## src/rtl/tbl_pkg.sv

```systemverilog
// Shared types and constants for the threshold blob labeller.
// Holds the payload structs, the controller state type and the command and status bundles.
// Depends on nothing.
package tbl_pkg;

   // Default image limits of the label memory.
   localparam int MAX_WIDTH_DEFAULT  = 128;
   localparam int MAX_HEIGHT_DEFAULT = 128;

   // Operation codes of a request.
   localparam logic OP_LOAD  = 1'b0;
   localparam logic OP_FETCH = 1'b1;

   // Configuration register indexes.
   localparam logic [1:0] CSR_THRESHOLD = 2'd0;
   localparam logic [1:0] CSR_WIDTH     = 2'd1;
   localparam logic [1:0] CSR_HEIGHT    = 2'd2;

   // Configuration reset values.
   localparam logic [7:0] THRESHOLD_RESET = 8'd100;
   localparam logic [7:0] WIDTH_RESET     = 8'd128;
   localparam logic [7:0] HEIGHT_RESET    = 8'd128;

   typedef struct packed {
      logic       operation;
      logic [7:0] gray_level;
   } req_payload_type;

   typedef struct packed {
      logic [6:0]  column;
      logic [6:0]  row_index;
      logic [12:0] blob_number;
      logic        blob_end;
      logic        all_done;
   } rsp_payload_type;

   typedef enum logic [3:0] {
      ST_LOAD,
      ST_READY,
      ST_DONE,
      ST_SCAN_RD,
      ST_SCAN_CHK,
      ST_POP_RD,
      ST_POP_WAIT,
      ST_NB_RD,
      ST_NB_CHK,
      ST_FIND_RD,
      ST_FIND_CHK
   } state_type;

   // Commands from the controller to the datapath.
   typedef struct packed {
      logic ld_wr;
      logic ld_restart;
      logic scan_clr;
      logic scan_adv;
      logic scan_rpos;
      logic lbl_rd_nb;
      logic mark_scan;
      logic mark_nb;
      logic push_scan;
      logic push_nb;
      logic pop;
      logic pt_latch;
      logic nb_clr;
      logic nb_inc;
      logic nb_latch;
      logic blobs_clr;
      logic blobs_inc;
      logic rblob_clr;
      logic rblob_inc;
      logic rpos_clr;
      logic rpos_save;
      logic found_set;
      logic rsp_pt_cur;
      logic rsp_pt_held;
      logic rsp_end;
      logic rsp_done;
   } cmd_type;

   // Status from the datapath to the controller.
   typedef struct packed {
      logic ld_last;
      logic scan_last;
      logic lbl_one;
      logic lbl_match;
      logic stack_empty;
      logic nb_valid;
      logic nb_last;
      logic found;
      logic rblob_ge;
      logic geo_wr;
   } status_type;

endpackage

```

## src/rtl/tbl_ctrl.sv

```systemverilog
// Controller state machine of the threshold blob labeller.
// Sequences loading, flood fill labelling and point readout.
// Depends on tbl_pkg.
module tbl_ctrl import tbl_pkg::*; (
   input  logic       clock,
   input  logic       reset,
   input  logic       start,
   input  logic       req_op,
   input  status_type status,
   output logic       busy,
   output logic       csr_ready,
   output cmd_type    cmd
);

   state_type state_ff;
   state_type state_in;
   logic      idle;

   assign idle = (state_ff == ST_LOAD) || (state_ff == ST_READY) || (state_ff == ST_DONE);

   // State register.
   always_ff @(posedge clock) begin
      if (reset) begin
         state_ff <= ST_LOAD;
      end else begin
         state_ff <= state_in;
      end
   end

   // Next state.
   always_comb begin
      state_in = state_ff;
      case (state_ff)
         ST_LOAD, ST_READY, ST_DONE: begin
            if (status.geo_wr) begin
               state_in = ST_LOAD;
            end else if (start) begin
               if (req_op == OP_LOAD) begin
                  state_in = status.ld_last ? ST_SCAN_RD : ST_LOAD;
               end else if (state_ff == ST_READY) begin
                  state_in = status.rblob_ge ? ST_DONE : ST_FIND_RD;
               end
            end
         end
         ST_SCAN_RD: begin
            state_in = ST_SCAN_CHK;
         end
         ST_SCAN_CHK: begin
            if (status.lbl_one) begin
               state_in = ST_POP_RD;
            end else if (status.scan_last) begin
               state_in = ST_READY;
            end else begin
               state_in = ST_SCAN_RD;
            end
         end
         ST_POP_RD: begin
            if (!status.stack_empty) begin
               state_in = ST_POP_WAIT;
            end else if (status.scan_last) begin
               state_in = ST_READY;
            end else begin
               state_in = ST_SCAN_RD;
            end
         end
         ST_POP_WAIT: begin
            state_in = ST_NB_RD;
         end
         ST_NB_RD: begin
            if (status.nb_valid) begin
               state_in = ST_NB_CHK;
            end else if (status.nb_last) begin
               state_in = ST_POP_RD;
            end
         end
         ST_NB_CHK: begin
            state_in = status.nb_last ? ST_POP_RD : ST_NB_RD;
         end
         ST_FIND_RD: begin
            state_in = ST_FIND_CHK;
         end
         ST_FIND_CHK: begin
            if (status.found && status.lbl_match) begin
               state_in = ST_READY;
            end else if (status.scan_last) begin
               state_in = (status.found || status.lbl_match) ? ST_READY : ST_DONE;
            end else begin
               state_in = ST_FIND_RD;
            end
         end
         default: begin
            state_in = ST_LOAD;
         end
      endcase
   end

   // Outputs.
   always_comb begin
      cmd       = '0;
      busy      = !idle;
      csr_ready = idle && !start;
      case (state_ff)
         ST_LOAD, ST_READY, ST_DONE: begin
            if (!status.geo_wr && start) begin
               if (req_op == OP_LOAD) begin
                  cmd.ld_wr      = 1'b1;
                  cmd.ld_restart = (state_ff != ST_LOAD);
                  if (status.ld_last) begin
                     cmd.scan_clr  = 1'b1;
                     cmd.blobs_clr = 1'b1;
                  end
               end else if (state_ff == ST_READY && !status.rblob_ge) begin
                  cmd.scan_rpos = 1'b1;
               end else begin
                  cmd.rsp_done = 1'b1;
               end
            end
         end
         ST_SCAN_CHK: begin
            if (status.lbl_one) begin
               cmd.mark_scan = 1'b1;
               cmd.push_scan = 1'b1;
            end else if (status.scan_last) begin
               cmd.rblob_clr = 1'b1;
               cmd.rpos_clr  = 1'b1;
            end else begin
               cmd.scan_adv = 1'b1;
            end
         end
         ST_POP_RD: begin
            if (!status.stack_empty) begin
               cmd.pop = 1'b1;
            end else begin
               cmd.blobs_inc = 1'b1;
               if (status.scan_last) begin
                  cmd.rblob_clr = 1'b1;
                  cmd.rpos_clr  = 1'b1;
               end else begin
                  cmd.scan_adv = 1'b1;
               end
            end
         end
         ST_POP_WAIT: begin
            cmd.pt_latch = 1'b1;
            cmd.nb_clr   = 1'b1;
         end
         ST_NB_RD: begin
            if (status.nb_valid) begin
               cmd.lbl_rd_nb = 1'b1;
               cmd.nb_latch  = 1'b1;
            end else if (!status.nb_last) begin
               cmd.nb_inc = 1'b1;
            end
         end
         ST_NB_CHK: begin
            if (status.lbl_one) begin
               cmd.mark_nb = 1'b1;
               cmd.push_nb = 1'b1;
            end
            cmd.nb_inc = !status.nb_last;
         end
         ST_FIND_CHK: begin
            if (status.found) begin
               if (status.lbl_match) begin
                  cmd.rsp_pt_held = 1'b1;
                  cmd.rpos_save   = 1'b1;
               end else if (status.scan_last) begin
                  cmd.rsp_pt_held = 1'b1;
                  cmd.rsp_end     = 1'b1;
                  cmd.rblob_inc   = 1'b1;
                  cmd.rpos_clr    = 1'b1;
               end else begin
                  cmd.scan_adv = 1'b1;
               end
            end else if (status.lbl_match) begin
               if (status.scan_last) begin
                  cmd.rsp_pt_cur = 1'b1;
                  cmd.rsp_end    = 1'b1;
                  cmd.rblob_inc  = 1'b1;
                  cmd.rpos_clr   = 1'b1;
               end else begin
                  cmd.found_set = 1'b1;
                  cmd.scan_adv  = 1'b1;
               end
            end else if (status.scan_last) begin
               cmd.rsp_done = 1'b1;
            end else begin
               cmd.scan_adv = 1'b1;
            end
         end
         default: begin
         end
      endcase
   end

endmodule

```

## config.mk

```make
export PLATFORM = sky130hd
export DESIGN_NAME = tbl_ctrl
export DESIGN_NICKNAME = d
export VERILOG_FILES = /design/src/rtl/tbl_pkg.sv /design/src/rtl/tbl_ctrl.sv
export SDC_FILE = /design/constraint.sdc
export NUM_CORES = 1
export LEC_CHECK = 0
export ABC_AREA = 1
export BUFFER_PORTS_ARGS = -buffer_cell sky130_fd_sc_hd__buf_2
export CAP_MARGIN = 10
export CORE_UTILIZATION = 45
export CTS_CLUSTER_SIZE = 24
export DETAILED_ROUTE_END_ITERATION = 12
export PLACE_DENSITY = 0.84
export SYNTH_ARGS = -nofsm -noshare
export SYNTH_HDL_FRONTEND = slang
export SYNTH_SLANG_ARGS = --single-unit
```

## constraint.sdc

```tcl
create_clock -name clock -period 3.7 [get_ports clock]
set_clock_uncertainty 0.05 [all_clocks]
set_input_delay 0.185 -clock clock [delete_from_list [all_inputs] [get_ports clock]]
set_output_delay 0.185 -clock clock [all_outputs]
set_load 0.05 [all_outputs]
```

==> summary.md, run 1 <==
| Metric | Value |
|---|---|
| Final Setup Violations | 0 |
| FF/Latch Area | 80.1 um^2 |
| GRT Overall Usage | 24.9% |
| Initial antenna violation count | 0 |
| Clock Latency Late Sink | 230 ps |
| DIE WIDTH | 40.7 um |
| Adder-Cell Fraction of Synth Area | 0% |
| PostCTS Resize Cnt | 0 |
| Synth Area in XOR/XNOR | 0% |
| Via count | 879 |
| Clk buf depth | 2 |
| Final Wtd Congestion | 0.859 |
| Max reg flops | 4 |
| Status | complete, no violations |
| Net count, final | 183 |
| Vias in the first global route | 718 |
| Hold buffers post-CTS | 0 |
| Total die area | 1660 um^2 |
| Fill cells | 135 |
| Crit-path max FO | 8 |
| First-pass GRT wire length | 2840 um |
| CP Data Arrival Time | 1690 ps |
| Reg2reg path depth | 8 |
| # DRC | 0 |
| DP Area | 853 um^2 |
| Detail Route Antenna Nets | 0 |
| Post-CTS setup buffer count | 0 |
| Min Hold Slack | 122 ps |
| Register area share after synthesis | 11.9% |
| Final Hold Fails | 0 |
| Root Buffer | clkbuf_4 |
| R2R Setup Slk | 2320 ps |
| Synth Area in Compound Gates | 7.61% |
| Min Tclk post-route | 1930 ps |
| Reg clk slew, reported paths | 40 ps |
| CP Class | flop to primary output |
| Post-route cell area | 876 um^2 |
| Largest family of logic cells by synthesized area | simple AND/OR/NAND/NOR gates |
| Post-synthesis mux area share | 0% |
| WL final | 1790 um |
| Ports | 42 |
| Slowest cell delay on critical path | 400 ps |
| Seq cells post-synth | 4 |
| CP endpoint kind | primary output |
| First-pass detailed-route iteration total | 4 |
| Yosys warnings | 0 |
| Core area | 1350 um^2 |
| Worst r2r dst | state_ff[0] |
| Setup_tns | 0 ps |
| Pleak | 0.591 nW |
| Synth Area in Simple Gates | 58.8% |
| DRT iter0 DRCs | 20 |
| Tightest Pin Transition | 315 ps |
| Final Max Slew Viols | 0 |
| Largest net degree at the start of global routing | 9 |
| Worst Hold Path EP | state_ff[3] |
| Area grow syn2layout | 29.9% |
| Initial Utilization | 50.0% |
| HPWL Detailed | 1510 um |
| Inserted Diodes | 0 |
| Mapped Cells | 129 |
| H-Tree Level Count | 1 |
| Fmax | 519 MHz |
| Synth Cell Area | 674 um^2 |
| CP Cell Sequence | inv_1 -> nor2_1 -> nand2_2 -> nor4_2 -> or2_2 -> buf_2 |
| Wire per inst | 9.85 um |
| DIE HEIGHT | 40.7 um |
| Hold Path Depth | 2 |
| Post-route clock period utilization | 52.1% |
| Required time of the critical path | 3460 ps |
| GRT Residual Overflow | 0 |
| Register with the most flip-flops | state_ff |
| Max-cap violations | 0 |
| Area occupied by multi-input gates | 448 um^2 |
| Synth Area per Inst | 5.23 um^2 |
| Slowest CP cell | dfxtp_1 |
| Layout cells sized above 1 | 34.1% |
| Unrepaired setup endpoints after global routing | false |
| Reg2Reg Launch Point | state_ff[1] |
| P per Cell Area | 199 nW/um^2 |
| TritonCTS clock tree | built |
| Hold_sp | reset |
| Mapped Nets | 143 |
| Layout Utilization | 64.9% |
| Input/output buffers | 41 |
| VDD IR max | 0.197 mV |
| Slew headroom | 79.0% |
| Row count | 13 |
| DR vias/cell | 4.83 |
| Nature of the critical path startpoint | flop |
| CTS Sinks | 4 |
| Num CTS Buffers | 3 |
| Commonest non-fill, non-tap cell in the layout | buf_2 |
| Most frequent cells in the layout | 41 x buf_2, 34 x nand2_1, 24 x inv_1 |
| Regs by FF count | state_ff x4 |
| Hold Crit Class | input port to flop |
| Unique masters post-synth | 23 |
==> routing by layer <==
metal  share of wire, %  GRT usage, %
met4                  0          2.50
met3                4.8          3.26
met5                  0             0
met2                 48          44.4
met1                 47          32.4
==> power breakdown <==
part	leakage, nW	internal (W)	total (W)	switching [W]
Clock	0.0138	0.0000362	0.0000534	0.0000172
Combinational	0.545	0.0000203	0.0000718	0.0000516
Sequential	0.0325	0.0000456	0.0000489	0.00000334
Total	0.591	0.000102	0.000174	0.0000721
==> cell families (layout without fill, tap and decap cells) <==
kind of cell,Yosys count,count (layout)
AOI/OAI and AO/OA,9,9
DFF,4,4
and+or+nand+nor,83,83
buffers and inverters,33,71
==> cells in the mapped netlist (all sizes together) <==
master,count,share of area [%]
a211oi,1,1.1
a21oi,2,1.5
a31oi,1,0.93
buf,6,6.7
dfxtp,4,12
inv,27,15
nand2,37,22
nand3,8,5.9
nand3b,1,1.1
nand4,2,1.9
nor2,28,20
nor3,2,1.5
nor4,3,3.7
o21ai,3,2.2
o22ai,2,1.9
or2,2,1.9
==> area by class of cell <==
| type | count | area share, % |
|---|---|---|
| Sequential cell | 4 | 9.14 |
| Inverter | 27 | 11.6 |
| Tap cell | 15 | 2.14 |
| Timing Repair Buffer | 41 | 23.4 |
| Multi-Input combinational cell | 92 | 51.1 |
| Clock buffer | 3 | 2.57 |
==> stage by stage <==
step,power (W),setup slack (ps),instances
global placement,0.000119,2120,179
global route,0.000187,1670,182
detailed placement,0.000121,2040,179
floorplan,0.000100,1290,129
finish,0.000174,1770,182
CTS,0.000174,1790,182
==> critical path: cells and delay by family, from the launching register on <==
family	cells	cell delay [ps]
DFF	1	400
and+or+nand+nor	4	730
buffers and inverters	2	330
==> worst max path at each step <==
stage / startpoint / to / slack, ps / cells past startpoint
6_report: state_ff[1] / cmd[6] / 1770 / 6
3_3_place_gp: state_ff[1] / cmd[6] / 2120 / 6
2_1_floorplan: state_ff[1] / cmd[3] / 1290 / 4
5_1_grt: state_ff[1] / cmd[6] / 1670 / 6
3_5_place_dp: state_ff[1] / cmd[6] / 2040 / 6
4_1_cts: state_ff[1] / cmd[6] / 1790 / 6
Power figures use the tool's default switching activity.
==> run 2: changes to the inputs <==
--- a/config.mk
+++ b/config.mk
@@ -8,10 +8,10 @@
 export ABC_AREA = 1
 export BUFFER_PORTS_ARGS = -buffer_cell sky130_fd_sc_hd__buf_2
 export CAP_MARGIN = 10
-export CORE_UTILIZATION = 45
+export CORE_UTILIZATION = 42
 export CTS_CLUSTER_SIZE = 24
 export DETAILED_ROUTE_END_ITERATION = 12
-export PLACE_DENSITY = 0.84
+export PLACE_DENSITY = 0.79
 export SYNTH_ARGS = -nofsm -noshare
 export SYNTH_HDL_FRONTEND = slang
 export SYNTH_SLANG_ARGS = --single-unit
==> constraint.sdc (replaced) <==
create_clock -name clock -period 2 [get_ports clock]
set_clock_uncertainty 0.05 [all_clocks]
set_input_delay 0.1 -clock clock [delete_from_list [all_inputs] [get_ports clock]]
set_output_delay 0.1 -clock clock [all_outputs]
set_load 0.05 [all_outputs]
==> run 2 against run 1 <==
Worst setup slack worse by 1600 ps. Critical path type unchanged. Sequential power increased by 84%. Register-to-register slack lost 1700 ps. Largest power group unchanged. Highest routed layer is now met4.
==> summary.md, run 2 (synthesis gave the netlist of run 1 again) <==
| Metric | Value |
|---|---|
| DIE HEIGHT | 42.1 um (+3.3%) |
| Reg2reg path depth | 8 (unchanged) |
| Pleak | 0.592 nW (about the same) |
| Initial Utilization | 44.8% (-5.2 points) |
| Slew headroom | 80.6% (+1.7 points) |
| Final Hold Fails | 0 (unchanged) |
| Final Wtd Congestion | 0.878 (+2.2%) |
| HPWL Detailed | 1530 um (+1.6%) |
| Final Max Slew Viols | 0 (unchanged) |
| Clock Latency Late Sink | 250 ps (+20 ps) |
| Post-route cell area | 885 um^2 (+1.0%) |
| Root Buffer | clkbuf_4 |
| PostCTS Resize Cnt | 0 (unchanged) |
| Total die area | 1770 um^2 (+6.8%) |
| Max reg flops | 4 (unchanged) |
| DIE WIDTH | 42.1 um (+3.3%) |
| Fmax | 555 MHz |
| Initial antenna violation count | 0 (unchanged) |
| Ports | 42 (unchanged) |
| # DRC | 0 (unchanged) |
| Crit-path max FO | 8 (unchanged) |
| Int Power | 0.000190 W (+86%) |
| Max-cap violations | 0 (unchanged) |
| CP Data Arrival Time | 1650 ps (-40 ps) |
| CP Class | flop to primary output |
| Regs by FF count | state_ff x4 |
| Required time of the critical path | 1850 ps (-1610 ps) |
| Layout Utilization | 58.7% (-6.2 points) |
| Core area | 1510 um^2 (+12%) |
| Psw | 0.000144 W (+99%) |
| Commonest non-fill, non-tap cell in the layout | buf_2 |
| Crit path launch | state_ff[1] |
| Num CTS Buffers | 3 (unchanged) |
| Row count | 14 (+1) |
| Input/output buffers | 41 (unchanged) |
| DR vias/cell | 4.86 (+0.58%) |
| VDD IR max | 0.258 mV (+31%) |
| P per Cell Area | 377 nW/um^2 (+90%) |
| Setup_tns | 0 ps (unchanged) |
| CTS Sinks | 4 (unchanged) |
| Layout cells sized above 1 | 35.3% (+1.2 points) |
| Clock share of power | 32.8% (+2.1 points) |
| First-pass detailed-route iteration total | 4 (unchanged) |
| Final Setup Violations | 0 (unchanged) |
| CP endpoint kind | primary output |
| Min Tclk post-route | 1800 ps |
| Inserted Diodes | 0 (unchanged) |
| Reg2Reg Launch Point | state_ff[0] |
| Flop pwr share | 27.0% (-1.1 points) |
| Largest net degree at the start of global routing | 9 (unchanged) |
| Area grow syn2layout | 31.2% |
| DP Area | 862 um^2 (+1.0%) |
| Worst r2r dst | state_ff[1] |
| Status | complete, no violations |
| Detail Route Antenna Nets | 0 (unchanged) |
| Hold Crit Class | input port to flop |
| Register with the most flip-flops | state_ff |
| Hold_sp | reset |
| Vias in the first global route | 711 (-0.97%) |
| Switching share of power | 43.1% (+1.7 points) |
| Post-CTS setup buffer count | 0 (unchanged) |
| Reg clk slew, reported paths | 50 ps (about the same) |
| Wire per inst | 9.74 um (-1.1%) |
| Net count, final | 183 (unchanged) |
| Clk buf depth | 2 (unchanged) |
| DRT iter0 DRCs | 21 (+5.0%) |
| WL final | 1780 um (-0.56%) |
| Tightest Pin Transition | 290 ps (-24.8 ps) |
| CP endpoint | cmd[6] |
| TritonCTS clock tree | built |
| R2R Setup Slk | 610 ps (-1710 ps) |
| Via count | 889 (+1.1%) |
| GRT Residual Overflow | 0 (unchanged) |
| H-Tree Level Count | 1 (unchanged) |
| Comb power frac | 40.1% (-1.1 points) |
| First-pass GRT wire length | 2890 um (+1.7%) |
| GRT Overall Usage | 20.6% (-4.3 points) |
| Most frequent cells in the layout | 41 x buf_2, 34 x nand2_1, 24 x inv_1 |
| Unrepaired setup endpoints after global routing | false |
| Overall power | 0.000334 W (+92%) |
| Hold buffers post-CTS | 0 (unchanged) |
| Post-route clock period utilization | 90.1% |
| Nature of the critical path startpoint | flop |
## run 2: how the worst min path moves through the flow
| stage | end | slack, ps | depth (start not counted) |
|---|---|---|---|
| CTS | state_ff[0] | 20 | 2 |
| detailed placement | state_ff[0] | 270 | 2 |
| global placement | state_ff[0] | 270 | 2 |
| floorplan | state_ff[0] | 120 | 1 |
| finish | state_ff[0] | 20 | 2 |
| global route | state_ff[0] | 20 | 2 |
## run 2: power by group through the flow
stage / combinational [W] / sequential (W) / clock [W]
5_1_grt: 0.000147 / 0.0000911 / 0.000113
3_3_place_gp: 0.000132 / 0.0000910 / 0
3_5_place_dp: 0.000134 / 0.0000914 / 0
4_1_cts: 0.000135 / 0.0000901 / 0.000108
2_1_floorplan: 0.0000963 / 0.0000904 / 0
6_report: 0.000134 / 0.0000901 / 0.000110
## run 2: final cells by class
class	count	area, um^2
repair buffers	41	205
flip-flops and latches	4	80.1
clock buffers	3	22.5
fillers	151	622
well taps	16	20.0
multi-input cells	92	455
inverters	27	101
## run 2: through the flow
stage / worst slack, ps / hold WS [ps] / cells
3_3_place_gp: 500 / 265 / 180
5_1_grt: 25.2 / 22.4 / 183
2_1_floorplan: -327 / 119 / 129
3_5_place_dp: 454 / 271 / 180
6_report: 198 / 16.3 / 183
4_1_cts: 200 / 16.5 / 183
## run 2: metal layers
metal / vias to the layer above / wire, um / GRT usage [%]
met1: 376 / 775 / 25.6
li1: 471 / - / -
met5: - / 0 / 0
met2: 40 / 869 / 36.3
met4: 0 / 10 / 6.25
met3: 2 / 126 / 3.45
## run 2: critical path: stages, from the launching register on
cell and delay (ps):
dfxtp_1 380, inv_1 70, nor2_1 180, nand2_2 160
nor4_2 210, or2_2 160, buf_2 250
==> run 3: changes to the inputs <==
--- a/config.mk
+++ b/config.mk
@@ -8,10 +8,11 @@
 export ABC_AREA = 1
 export BUFFER_PORTS_ARGS = -buffer_cell sky130_fd_sc_hd__buf_2
 export CAP_MARGIN = 10
-export CORE_UTILIZATION = 42
+export CORE_UTILIZATION = 38
 export CTS_CLUSTER_SIZE = 24
 export DETAILED_ROUTE_END_ITERATION = 12
-export PLACE_DENSITY = 0.79
+export MAX_ROUTING_LAYER = met4
+export PLACE_DENSITY = 0.75
 export SYNTH_ARGS = -nofsm -noshare
 export SYNTH_HDL_FRONTEND = slang
 export SYNTH_SLANG_ARGS = --single-unit
==> constraint.sdc (replaced) <==
create_clock -name clock -period 1.6 [get_ports clock]
set_clock_uncertainty 0.05 [all_clocks]
set_input_delay 0.08 -clock clock [delete_from_list [all_inputs] [get_ports clock]]
set_output_delay 0.08 -clock clock [all_outputs]
set_load 0.05 [all_outputs]
==> run 3 against run 2 <==
The run now ends with design-rule violations left. Worst hold slack worse by 12 ps. Sequential cell count unchanged. Worst setup slack worse by 190 ps. Critical path type unchanged. Critical endpoint is now cmd[24]. Largest cell class unchanged. Largest power group unchanged. Highest routed layer is now met3.
==> summary.md, run 3 (synthesis gave the netlist of run 1 again) <==
| Metric | Value |
|---|---|
| Via count | 919 (+3.4%) |
| CP Class | flop to primary output |
| Worst Hold Path EP | state_ff[1] |
| Final Hold Fails | 0 (unchanged) |
| First-pass GRT wire length | 3190 um (+10%) |
| Clock Latency Late Sink | 240 ps (about the same) |
| Initial antenna violation count | 0 (unchanged) |
| Number of buffers and inverters on the critical path | 2 (unchanged) |
| DR vias/cell | 4.81 (-0.96%) |
| CP Data Arrival Time | 1460 ps (-190 ps) |
| # DRC | 2 (+2) |
| Layout Utilization | 71.7% (+13 points) |
| Core area | 1580 um^2 (+4.7%) |
| Min Tclk post-route | 1590 ps |
| Area occupied by multi-input gates | 561 um^2 (+23%) |
| Hold buffers post-CTS | 0 (unchanged) |
| VDD IR max | 0.356 mV (+38%) |
| Num CTS Buffers | 3 (unchanged) |
| Max reg flops | 4 (unchanged) |
| Net count, final | 191 (+4.4%) |
| DIE HEIGHT | 44.1 um (+4.9%) |
| Final Max Slew Viols | 0 (unchanged) |
| Required time of the critical path | 1470 ps (-380 ps) |
| Register with the most flip-flops | state_ff |
| Post-route cell area | 1130 um^2 (+28%) |
| Total die area | 1950 um^2 (+10%) |
| Status | finished, violations left |
| Fmax | 629 MHz |
| Inserted Diodes | 0 (unchanged) |
| Root Buffer | clkbuf_4 |
| Fill cells | 149 (-1.3%) |
| Slowest cell delay on critical path | 350 ps (-30 ps) |
| Crit-path max FO | 4 (-4) |
| Comb power frac | 46.9% (+6.8 points) |
| Wire per inst | 10.9 um (+12%) |
| Post-route clock period utilization | 99.3% |
| Commonest non-fill, non-tap cell in the layout | nand2_1 |
| Hold Crit Class | input port to flop |
| Slew headroom | 80.4% (-0.24 points) |
| Flop pwr share | 25.1% (-1.9 points) |
| TritonCTS clock tree | built |
| Initial Utilization | 42.8% (-2.0 points) |
| Int Power | 0.000260 W (+37%) |
| DIE WIDTH | 44.1 um (+4.9%) |
| HPWL Detailed | 1600 um (+4.3%) |
| Area grow syn2layout | 67.5% |
| Unrepaired setup endpoints after global routing | true |
| Nature of the critical path startpoint | flop |
| Failing checks | design-rule violations |
| Hold_sp | reset |
| Layout cells sized above 1 | 50.9% (+16 points) |
| Clk buf depth | 2 (unchanged) |
| Clock share of power | 28.0% (-4.8 points) |
| CTS Sinks | 4 (unchanged) |
| Input/output buffers | 41 (unchanged) |
| CP dominant cell by count | nand2_4 |
| P per Cell Area | 404 nW/um^2 (+7.2%) |
| Final Wtd Congestion | 0.905 (+3.1%) |
| Ports | 42 (unchanged) |
| Max-cap violations | 0 (unchanged) |
| Worst r2r dst | state_ff[0] |
| FF/Latch Area | 90.1 um^2 (+12%) |
| Pleak | 0.656 nW (+11%) |
| Vias in the first global route | 767 (+7.9%) |
| DP Area | 971 um^2 (+13%) |
| R2R Setup Slk | 190 ps (-420 ps) |
| Row count | 14 (unchanged) |
| CP Cell Sequence | nor2_4 -> nand2_4 -> inv_4 -> nand2_4 -> a211oi_2 -> buf_6 |
| Psw | 0.000197 W (+37%) |
| Final Setup Violations | 0 (unchanged) |
| Reg2reg path depth | 8 (unchanged) |
| First-pass detailed-route iteration total | 10 (+6) |
| Regs by FF count | state_ff x4 |
| Min Hold Slack | 4.18 ps (-12.1 ps) |
| H-Tree Level Count | 1 (unchanged) |
| Detail Route Antenna Nets | 0 (unchanged) |
| Reg2Reg Launch Point | state_ff[2] |
| Setup_tns | 0 ps (unchanged) |
| DRT iter0 DRCs | 23 (+9.5%) |
| Reg clk slew, reported paths | 40 ps (about the same) |
| Largest delay share family, worst path | flip-flops |
| Hold Path Depth | 2 (unchanged) |
| Switching share of power | 43.1% (about the same) |
| CP endpoint kind | primary output |
| GRT Overall Usage | 22.4% (+1.8 points) |
| GRT Residual Overflow | 0 (unchanged) |
| Most frequent cells in the layout | 30 x nand2_1, 24 x buf_2, 21 x inv_1 |
| Tightest Pin Transition | 293 ps (+3.64 ps) |
| Largest net degree at the start of global routing | 8 (-1) |
| Slowest CP cell | dfxtp_2 |
| WL final | 2080 um (+17%) |
-- run 3: cell types whose count changed in the layout (fill, tap and decap cells not counted), moves of 3 or more --
cell,previous run,this run
buf_6,0,6
nand2_4,1,4
clkbuf_4,3,11
buf_2,41,24
buf_4,0,11
nor2_4,4,7
nor2_2,2,5
inv_1,24,21
nor2_1,22,16
nand2_1,34,30
dfxtp_1,4,0
-- run 3: area by class of cell --
type / instances / area share (%)
Inverter: 27 / 9.41
Tap cell: 16 / 1.77
Sequential cell: 4 / 7.97
Clock buffer: 3 / 1.99
Multi-Input combinational cell: 92 / 49.6
Timing Repair Buffer: 49 / 29.2
-- run 3: what timing repair did --
action,4_1_cts,5_1_grt
resized for setup,11,28
hold endpoints to repair,0,0
pin swaps,2,8
setup endpoints to repair,11,19
buffers inserted,1,4
-- run 3: worst max-delay path by stage --
stage           startpoint  endpoint  slack [ps]  cells past startpoint
2_1_floorplan  state_ff[3]    cmd[6]        -200                      5
3_3_place_gp   state_ff[0]   cmd[24]         190                      6
3_5_place_dp   state_ff[0]   cmd[24]         150                      6
4_1_cts        state_ff[3]    cmd[4]        -0.4                      6
5_1_grt        state_ff[1]    cmd[4]         -60                      6
6_report       state_ff[2]   cmd[24]          10                      6
-- run 3: power by group through the flow --
stage / sequential, W / combinational, W / clock (W)
3_5_place_dp: 0.000116 / 0.000189 / 0
2_1_floorplan: 0.000115 / 0.000134 / 0
5_1_grt: 0.000115 / 0.000232 / 0.000145
6_report: 0.000115 / 0.000214 / 0.000128
4_1_cts: 0.000115 / 0.000195 / 0.000130
3_3_place_gp: 0.000116 / 0.000187 / 0
-- run 3: per-layer routing --
metal  wire (um)  vias to the layer above  track usage [%]  part of all wire (%)
li1            -                      483                -                     -
met1         858                      401             27.7                    41
met2        1090                       35             37.9                    52
met3         132                        0             4.90                   6.4
met4           0                        0             3.64                     0
met5           0                        -                -                     0
-- run 3: through the flow --
stage          power (W)  instances  setup slack (ps)
2_1_floorplan   0.000249        129              -197
3_3_place_gp    0.000303        183               186
3_5_place_dp    0.000305        183               152
4_1_cts         0.000440        187            -0.441
5_1_grt         0.000492        191             -63.9
6_report        0.000457        191              11.4
